### config.mk
export PLATFORM = sky130hd
export DESIGN_NAME = line_rect_pixel_rasterizer
export DESIGN_NICKNAME = d
export VERILOG_FILES = /design/src/hdl/lrr_pkg.sv /design/src/hdl/lrr_datapath.sv /design/src/hdl/lrr_ctrl.sv /design/src/hdl/line_rect_pixel_rasterizer.sv
export VERILOG_INCLUDE_DIRS = /design/src /design/src/hdl
export SDC_FILE = /design/constraint.sdc
export NUM_CORES = 2
export LEC_CHECK = 0
export ABC_AREA = 1
export BUFFER_PORTS_ARGS = -buffer_cell sky130_fd_sc_hd__buf_4
export CAP_MARGIN = 20
export CORE_UTILIZATION = 45
export CTS_CLUSTER_SIZE = 24
export DETAILED_ROUTE_END_ITERATION = 12
export GPL_TIMING_DRIVEN = 1
export MAX_ROUTING_LAYER = met4
export PLACE_DENSITY = 0.67
export SLEW_MARGIN = 20
export SYNTH_ARGS = -nofsm -noshare
export SYNTH_HDL_FRONTEND = slang
export SYNTH_SLANG_ARGS = --single-unit
### constraint.sdc
create_clock -name clk -period 14.4 [get_ports clk]
set_clock_uncertainty 0.1 [all_clocks]
set_input_delay 2.88 -clock clk [delete_from_list [all_inputs] [get_ports clk]]
set_output_delay 2.88 -clock clk [all_outputs]
set_load 0.01 [all_outputs]
### src/hdl/line_rect_pixel_rasterizer_assert.svh
// assertion macros for the line and rectangle rasterizer
// no dependencies
`ifndef LINE_RECT_PIXEL_RASTERIZER_ASSERT_SVH
`define LINE_RECT_PIXEL_RASTERIZER_ASSERT_SVH
// property that must hold every cycle out of reset
`define LRR_ASSERT_ALWAYS(lbl, expr) \
  lbl: assert property (@(posedge clk) disable iff (rst) (expr)) else $error("lrr check");
// implication whose consequent is checked in the next cycle
`define LRR_ASSERT_NEXT(lbl, ante, cons) \
  lbl: assert property (@(posedge clk) disable iff (rst) (ante) |=> (cons)) \
    else $error("lrr check");
`endif

### src/hdl/lrr_pkg.sv
// shared types and constants for the rasterizer
// no dependencies
package lrr_pkg;
  localparam logic [2:0] CMD_TICK = 3'd0;
  localparam logic [2:0] CMD_POINT = 3'd1;
  localparam logic [2:0] CMD_MOVETO = 3'd2;
  localparam logic [2:0] CMD_LINE = 3'd3;
  localparam logic [2:0] CMD_LINETO = 3'd4;
  localparam logic [2:0] CMD_HOLLOW = 3'd5;
  localparam logic [2:0] CMD_SOLID = 3'd6;
  localparam logic [2:0] CMD_RSVD = 3'd7;

  localparam logic [2:0] OP_POINT = 3'd1;
  localparam logic [2:0] OP_XMAJOR = 3'd3;
  localparam logic [2:0] OP_YMAJOR = 3'd4;
  localparam logic [2:0] OP_HOLLOW = 3'd5;
  localparam logic [2:0] OP_SOLID = 3'd6;

  localparam int unsigned CFG_LINE_WIDTH = 0;
  localparam int unsigned CFG_DRAW_COLOR = 1;

  typedef enum logic [1:0] {
    ST_IDLE,
    ST_PIXEL,
    ST_INDEX,
    ST_OUT
  } lrr_state_t;

  // controller to datapath
  typedef struct packed {
    logic start;    // load shape from command
    logic pixel;    // compute current pixel and advance
    logic index;    // form linear index
  } lrr_cmd_t;

  // datapath to controller
  typedef struct packed {
    logic last;
    logic draws;    // latched command starts a drawing
  } lrr_stat_t;
endpackage

### src/hdl/lrr_datapath.sv
// datapath: shape registers, line stepper, index multiply
// depends on lrr_pkg
module lrr_datapath #(
  parameter int COORD_BITS = 12
) (
  input  logic                    clk,
  input  logic                    rst,
  input  lrr_pkg::lrr_cmd_t       cmd,
  output lrr_pkg::lrr_stat_t      stat,
  input  logic                    in_fire,
  input  logic [2:0]              command,
  input  logic [COORD_BITS-1:0]   x_a,
  input  logic [COORD_BITS-1:0]   y_a,
  input  logic [COORD_BITS-1:0]   x_b,
  input  logic [COORD_BITS-1:0]   y_b,
  input  logic [12:0]             line_width,
  output logic [23:0]             pixel_index,
  output logic                    last_write
);
  import lrr_pkg::*;
  localparam int CB = COORD_BITS;

  logic [CB-1:0] pen_x, pen_y, low_x, low_y, high_x, high_y;
  logic [CB-1:0] cx, cy, px, py, xa, ya, xb, yb;
  logic [CB:0]   major_count, minor_count, line_quotient;
  logic [CB:0]   line_remainder;
  logic [1:0]    rect_phase;
  logic [2:0]    op_kind, lcmd;
  logic          last;

  // latch command
  always_ff @(posedge clk) begin
    if (in_fire) begin
      lcmd <= command; xa <= x_a; ya <= y_a; xb <= x_b; yb <= y_b;
    end
  end
  assign stat.draws = (lcmd != CMD_TICK) && (lcmd != CMD_MOVETO) && (lcmd != CMD_RSVD);

  // line setup values
  logic [CB-1:0] sx, sy;
  logic [CB-1:0] adx, ady;
  always_comb begin
    sx = (lcmd == CMD_LINETO) ? pen_x : xa;
    sy = (lcmd == CMD_LINETO) ? pen_y : ya;
    adx = (xb > sx) ? xb - sx : sx - xb;
    ady = (yb > sy) ? yb - sy : sy - yb;
  end

  // pixel step combinational
  logic [CB:0]   span, w, h, lim, off, rem_sum;
  logic [CB-1:0] minor, major;
  logic          xm, neg, tog, side;
  always_comb begin
    xm = (op_kind == OP_XMAJOR);
    neg = rect_phase[1];
    tog = rect_phase[0];
    side = rect_phase[1];
    w = {1'b0, high_x - low_x};
    h = {1'b0, high_y - low_y};
    span = xm ? w : h;
    off = line_quotient + {{CB{1'b0}}, (neg && line_remainder != '0)};
    minor = neg ? (xm ? low_y : low_x) - off[CB-1:0] : (xm ? low_y : low_x) + off[CB-1:0];
    major = (xm ? low_x : low_y) + major_count[CB-1:0];
    rem_sum = line_remainder + minor_count;
    lim = side ? h : w;
    cx = low_x; cy = low_y; last = 1'b1;
    case (op_kind)
      OP_XMAJOR, OP_YMAJOR: begin
        cx = xm ? major : minor;
        cy = xm ? minor : major;
        last = (major_count >= span);
      end
      OP_HOLLOW: begin
        cx = side ? (tog ? high_x : low_x) : low_x + major_count[CB-1:0];
        cy = side ? low_y + major_count[CB-1:0] : (tog ? high_y : low_y);
        last = tog && side && (major_count >= lim);
      end
      OP_SOLID: begin
        cx = low_x + major_count[CB-1:0];
        cy = tog ? high_y - minor_count[CB-1:0] : low_y + minor_count[CB-1:0];
        last = tog && (minor_count >= (h >> 1)) && (major_count >= w);
      end
      default: ;
    endcase
  end

  always_ff @(posedge clk) begin
    if (rst) begin
      pen_x <= '0; pen_y <= '0; op_kind <= '0;
    end else if (cmd.start) begin
      major_count <= '0;
      line_quotient <= '0; line_remainder <= '0;
      case (lcmd)
        CMD_POINT: begin
          op_kind <= OP_POINT;
          minor_count <= '0; rect_phase <= 2'd0;
          low_x <= xa; low_y <= ya; high_x <= xa; high_y <= ya;
          pen_x <= xa; pen_y <= ya;
        end
        CMD_LINE, CMD_LINETO: begin
          if (lcmd == CMD_LINETO) begin
            pen_x <= xb; pen_y <= yb;
          end
          if (adx > ady) begin
            op_kind <= OP_XMAJOR;
            minor_count <= {1'b0, ady};
            if (xb < sx) begin
              low_x <= xb; low_y <= yb; high_x <= sx; high_y <= sy;
              rect_phase <= (sy < yb) ? 2'd2 : 2'd0;
            end else begin
              low_x <= sx; low_y <= sy; high_x <= xb; high_y <= yb;
              rect_phase <= (yb < sy) ? 2'd2 : 2'd0;
            end
          end else begin
            op_kind <= OP_YMAJOR;
            minor_count <= {1'b0, adx};
            if (yb < sy) begin
              low_x <= xb; low_y <= yb; high_x <= sx; high_y <= sy;
              rect_phase <= (sx < xb) ? 2'd2 : 2'd0;
            end else begin
              low_x <= sx; low_y <= sy; high_x <= xb; high_y <= yb;
              rect_phase <= (xb < sx) ? 2'd2 : 2'd0;
            end
          end
        end
        CMD_HOLLOW, CMD_SOLID: begin
          op_kind <= (lcmd == CMD_HOLLOW) ? OP_HOLLOW : OP_SOLID;
          minor_count <= '0; rect_phase <= 2'd0;
          low_x <= (xa < xb) ? xa : xb; high_x <= (xa < xb) ? xb : xa;
          low_y <= (ya < yb) ? ya : yb; high_y <= (ya < yb) ? yb : ya;
        end
        CMD_MOVETO: begin
          pen_x <= xa; pen_y <= ya;
        end
        default: ;
      endcase
    end else if (cmd.pixel) begin
      px <= cx; py <= cy; last_write <= last;
      case (op_kind)
        OP_XMAJOR, OP_YMAJOR: if (!last) begin
          major_count <= major_count + 1'b1;
          if (rem_sum >= span) begin
            line_remainder <= rem_sum - span;
            line_quotient <= line_quotient + 1'b1;
          end else line_remainder <= rem_sum;
        end
        OP_HOLLOW: begin
          if (!tog) rect_phase[0] <= 1'b1;
          else if (major_count >= lim) begin
            if (!side) begin
              rect_phase <= 2'd2; major_count <= '0;
            end
          end else begin
            rect_phase[0] <= 1'b0; major_count <= major_count + 1'b1;
          end
        end
        OP_SOLID: begin
          rect_phase <= {1'b0, !tog};
          if (tog) begin
            if (minor_count >= (h >> 1)) begin
              if (!last) begin
                minor_count <= '0; major_count <= major_count + 1'b1;
              end
            end else minor_count <= minor_count + 1'b1;
          end
        end
        default: ;
      endcase
    end
  end

  // index: one multiply, registered
  logic [23:0] prod;
  always_comb prod = 24'({{(24-CB){1'b0}}, py} * {11'd0, line_width} + {{(24-CB){1'b0}}, px});
  always_ff @(posedge clk) begin
    if (cmd.index) pixel_index <= prod;
  end
  assign stat.last = last_write;
endmodule

### src/hdl/lrr_ctrl.sv
// controller state machine for the rasterizer
// depends on lrr_pkg
module lrr_ctrl (
  input  logic                clk,
  input  logic                rst,
  input  logic                in_fire,
  input  logic                out_fire,
  input  lrr_pkg::lrr_stat_t  stat,
  output lrr_pkg::lrr_cmd_t   cmd,
  output logic                busy,
  output logic                in_ready,
  output logic                out_valid
);
  import lrr_pkg::*;
  lrr_state_t state, state_next;
  logic       started, started_next;

  always_ff @(posedge clk) begin
    if (rst) begin
      state <= ST_IDLE; started <= 1'b0;
    end else begin
      state <= state_next; started <= started_next;
    end
  end

  always_comb begin
    state_next = state; started_next = started;
    cmd = '0;
    in_ready = 1'b0; out_valid = 1'b0;
    case (state)
      ST_IDLE: begin
        in_ready = 1'b1;
        if (in_fire) state_next = ST_PIXEL;
      end
      ST_PIXEL: begin
        if (!started) begin
          cmd.start = 1'b1;
          if (stat.draws) started_next = 1'b1;
          else state_next = ST_IDLE;
        end else begin
          cmd.pixel = 1'b1;
          state_next = ST_INDEX;
        end
      end
      ST_INDEX: begin
        cmd.index = 1'b1;
        state_next = ST_OUT;
      end
      ST_OUT: begin
        out_valid = 1'b1;
        if (out_fire) begin
          state_next = ST_IDLE;
          if (stat.last) started_next = 1'b0;
        end
      end
      default: state_next = ST_IDLE;
    endcase
  end
  assign busy = started;
endmodule

### src/hdl/line_rect_pixel_rasterizer.sv
// line and rectangle rasterizer top level
// depends on lrr_pkg, lrr_ctrl, lrr_datapath, assertion macro header
//
// usage:
//  - input channel (valid/ready) carries one command beat: tick, point, moveto,
//    line, lineto, hollow or solid rectangle with two coordinate pairs
//  - each accepted beat yields zero or one result beat on the output channel
//  - a drawing command loads the shape and gives its first pixel; every later
//    beat (tick or any command) gives the next pixel until last_write
//  - a drawing command or moveto arriving while a shape runs is dropped and
//    the result beat carries rejected along with the pixel
//  - tick or moveto while idle gives no result
//  - results are registered through the load (first pixel only), pixel step
//    and index multiply stages
//  - only one beat is in flight; input is not ready until the result is taken
//  - a stalled receiver holds the result; input stays not ready meanwhile
//  - configuration writes (line_width, draw_color) at any idle time;
//    color is sampled as the result is presented
//  - reset: line_width 800, color 0, pen at origin, no shape running
module line_rect_pixel_rasterizer #(
  parameter int COORD_BITS = 12
) (
  input  logic                  clk,
  input  logic                  rst,
  input  logic                  valid_in,
  output logic                  ready_in,
  input  logic [2:0]            command,
  input  logic [COORD_BITS-1:0] x_a,
  input  logic [COORD_BITS-1:0] y_a,
  input  logic [COORD_BITS-1:0] x_b,
  input  logic [COORD_BITS-1:0] y_b,
  output logic                  valid_out,
  input  logic                  ready_out,
  output logic                  write_valid,
  output logic [23:0]           pixel_index,
  output logic [31:0]           pixel_value,
  output logic                  last_write,
  output logic                  rejected,
  input  logic                  cfg_we,
  input  logic                  cfg_index,
  input  logic [31:0]           cfg_data
);
  import lrr_pkg::*;
  `include "line_rect_pixel_rasterizer_assert.svh"

  logic [12:0] line_width;
  logic [31:0] draw_color;
  logic        in_fire, out_fire, busy, rej, lw;
  logic [23:0] idx;
  lrr_cmd_t    cmd;
  lrr_stat_t   stat;

  assign in_fire = valid_in && ready_in;
  assign out_fire = valid_out && ready_out;

  always_ff @(posedge clk) begin
    if (rst) begin
      line_width <= 13'd800; draw_color <= '0;
    end else if (cfg_we) begin
      if (cfg_index == 1'(CFG_LINE_WIDTH)) line_width <= cfg_data[12:0];
      else draw_color <= cfg_data;
    end
  end

  // rejected flag: a drawing command or moveto taken while a shape is running
  always_ff @(posedge clk) begin
    if (in_fire) rej <= busy && (command >= CMD_POINT) && (command <= CMD_SOLID);
  end

  lrr_ctrl u_ctrl (
    .clk, .rst, .in_fire, .out_fire, .stat, .cmd, .busy,
    .in_ready(ready_in), .out_valid(valid_out)
  );

  lrr_datapath #(.COORD_BITS(COORD_BITS)) u_dp (
    .clk, .rst, .cmd, .stat, .in_fire, .command, .x_a, .y_a, .x_b, .y_b,
    .line_width, .pixel_index(idx), .last_write(lw)
  );

  assign write_valid = 1'b1;
  assign pixel_index = idx;
  assign pixel_value = draw_color;
  assign last_write = lw;
  assign rejected = rej;

  `LRR_ASSERT_ALWAYS(a_no_overlap, !(ready_in && valid_out))
  `LRR_ASSERT_NEXT(a_hold, valid_out && !ready_out, valid_out && $stable(pixel_index))
  `LRR_ASSERT_NEXT(a_done, out_fire && last_write, !busy)
endmodule
==> results.yml <==
clock_network:
  h-tree-depth: 2
  clkTransAtPathRegs_ps: 60
  cts_tree: "built"
  cts_resized: 0
  cts_buffers: 37
  cts_setup_buffers: 0
  cts_sinks: 277
  clock_latency_ps: 590
  cts_hold_buf: 0
  root_buffer: "clkbuf_16"
  clk_path_buf_depth: 3
yosys:
  synth_edf_count: 202
  ys_seq_elements: 277
  synth_ff_type: "edfxtp_1"
  synth_top_area_share_pct: 20.50
  avgSynthCellArea_um2: 7.396
  synth_cell_type_count: 66
  synthesis.area_um2: 29590
  synthArstFlopShare_pct: 0
  ys_seq_area_share_pct: 25.57
  syn-num-nets: 4538
  yosys_warnings: 0
  yosys.area.top_type: "edfxtp_1"
  syn_inst: 4001
  netlist_top_cells_area: "edfxtp_1 20%, ha_1 13%, nand2_1 12%"
global_route:
  grt_overflow: 0
  busiest_layer: "met2"
  met1_usage_pct: 36.47
  use_met2_pct: 46.37
  grt_max_degree: 81
  first_global_vias: 25930
  gr-usage-all-layers_pct: 28.28
  grt_use_met3_pct: 3.462
  antenna_found_initial: 1
  grt_pass1_wl_um: 143400
sta:
  holdWs_ps: 381.2
  worst_slack_ps: 7869
  slew_headroom_pct: 35.19
  hold_viol_final: 0
  drv_slew: 0
  min_period_ps: 6531
  worst_slew_pin_slew_ps: 971.1
  min_period_over_period_pct: 45.35
  setup_viol: 0
  tns_ps: 0
  max_freq_ghz: 0.1531
  rsz0062_at_grt: "false"
cells_and_area:
  final_common_cell: "nand2_1"
  diodes: 0
  drive_gt1_share_pct: 7.550
  syn_to_final_growth_pct: 10.53
  fill_cells: 6446
  fin_util_pct: 50.56
  nets: 4614
  mostFrequentLayoutCells: "950 x nand2_1, 608 x inv_1, 314 x ha_1"
critical_path:
  cp_data_required_time_ps: 14720
  reg2reg_depth: 27
  cp-end-kind: "register"
  r2r_end: "u_dp.low_y[11]"
  start_kind: "register"
  crit_end: "u_dp.low_y[11]"
  critPathLaunch: "u_dp.lcmd[0]"
  crit-reg2reg-launch: "u_dp.lcmd[0]"
  path_class: "register to register"
  r2r_slack_ps: 7870
  path_max_fanout: 48
  arrival_ps: 6850
floorplanning:
  rows: 93
  die_h_um: 258.4
  io_pins: 150
  core_um2: 64700
  start_util_pct: 45.74
  die_w_um: 258.4
  die_area_um2: 66790
drt:
  drt_iter0_drc: 2424
  drtAntennaViolNets: 0
  first_pass_iters: 5
  vias: 27250
  via_per_inst: 5.492
  routed_wl_um: 92040
  drc_errors: 0
  drt-wirelength-per-cell_um: 18.55
place:
  gp_congestion: 1.016
  pre_cts_ws_ps: 7718
  port_buffers: 148
  dpl.hpwl_um: 72800
job:
  maxCapViolCount: 0
power:
  p_leak_uw: 0.01571
  power_density_nw_per_um2: 106.1
  ir_drop_v: 0.0001120
worst_hold_path:
  hp-class: "register to register"
status:
  status: "completed"
## stage by stage
stage	instances	cell area [um^2]	total power, uW
2_1_floorplan	4001	29590	2110
3_3_place_gp	4893	31400	2486
3_5_place_dp	4893	31400	2497
4_1_cts	4961	32700	3485
5_1_grt	4961	32710	3726
6_report	4961	32710	3472
## sequential cells by signal (all words and copies together), names as in the netlist, 2 cells and up, named ones only
register,cells
line_width,13
pixel_value,32
u_dp.high_x,12
u_dp.high_y,12
u_dp.lcmd,3
u_dp.line_quotient,12
u_dp.line_remainder,13
u_dp.low_x,12
u_dp.low_y,12
u_dp.major_count,13
u_dp.minor_count,13
u_dp.op_kind,3
u_dp.pen_x,12
u_dp.pen_y,12
u_dp.pixel_index,24
u_dp.px,12
u_dp.py,12
u_dp.rect_phase,2
u_dp.xa,12
u_dp.xb,12
u_dp.ya,12
u_dp.yb,12
## cell type report
class	count	area (um^2)	area share (%)
Clock buffer	48	1059	3.236
Clock inverter	20	237.7	0.7268
Inverter	623	2338	7.149
Multi-Input combinational cell	2965	19140	58.51
Sequential cell	277	7567	23.13
Tap cell	855	1070	3.270
Timing Repair Buffer	173	1299	3.970
## how the worst min path moves through the flow
stage	startpoint	cells past startpoint	slack (ps)	end
after floorplan	line_width[5]	2	370	line_width[5]
after global placement	pixel_value[1]	2	360	pixel_value[1]
after detailed placement	pixel_value[1]	2	370	pixel_value[1]
after CTS	pixel_value[1]	2	390	pixel_value[1]
after global routing	pixel_value[2]	2	400	pixel_value[2]
final	pixel_value[1]	2	380	pixel_value[1]
## kinds of logic after synthesis
kind of cell    Yosys count  share of synthesized area, %
simple gates           1576                         22.24
compound gates          775                         15.00
buf+inv                 759                         9.965
fa+ha+maj               448                         22.34
flops                   277                         25.57
xor+xnor                163                         4.824
other cells               2                       0.02538
mux                       1                       0.03383
## synth_stat cells, drive strengths merged (5+ instances only)
cell     number
a211oi        5
a21o         10
a21oi       245
a221oi        8
a22oi         6
a31oi        41
buf          36
clkbuf      100
dfxtp        75
edfxtp      202
fa          134
ha          314
inv         622
nand2       959
nand3       163
nand3b        7
nand4        74
nor2        316
nor3         30
nor4          8
o2111ai      15
o211ai       71
o21ai       315
o21bai       12
o221ai        6
o22ai        23
or2          13
xnor2        43
xor2        120
## metal layers
| metal | routed length (um) | up-vias |
|---|---|---|
| li1 | - | 13380 |
| met1 | 39840 | 12790 |
| met2 | 43160 | 940 |
| met3 | 6332 | 145 |
| met4 | 2705 | 0 |
| met5 | 0 | - |
## worst max-delay path, cell delays in order, from the launching register on
cell and delay (ps):
edfxtp_1 360, inv_1 110, nand2_1 80, nor2_1 150, inv_1 60, buf_4 260, o21ai_0 420, ha_1 340
inv_1 160, o21bai_1 120, a221oi_1 400, nand3_2 220, nand2_1 350, inv_2 180, nand2_1 120, nand2_1 80
ha_1 330, nand4_1 130, nor2_1 180, nand2_1 70, nand3_1 90, o21ai_2 170, inv_2 320, nand2_1 260
o21ai_4 650, buf_4 430, nand2_1 90, nand4_1 110
## report_power, final
part           total (uW)  internal, uW  switching (uW)  leakage [uW]
logic                1480           537             946        0.0126
clock network         969           581             388      0.000643
registers            1020           954            65.9       0.00247
Note: power is estimated with default switching activity, not from simulation.
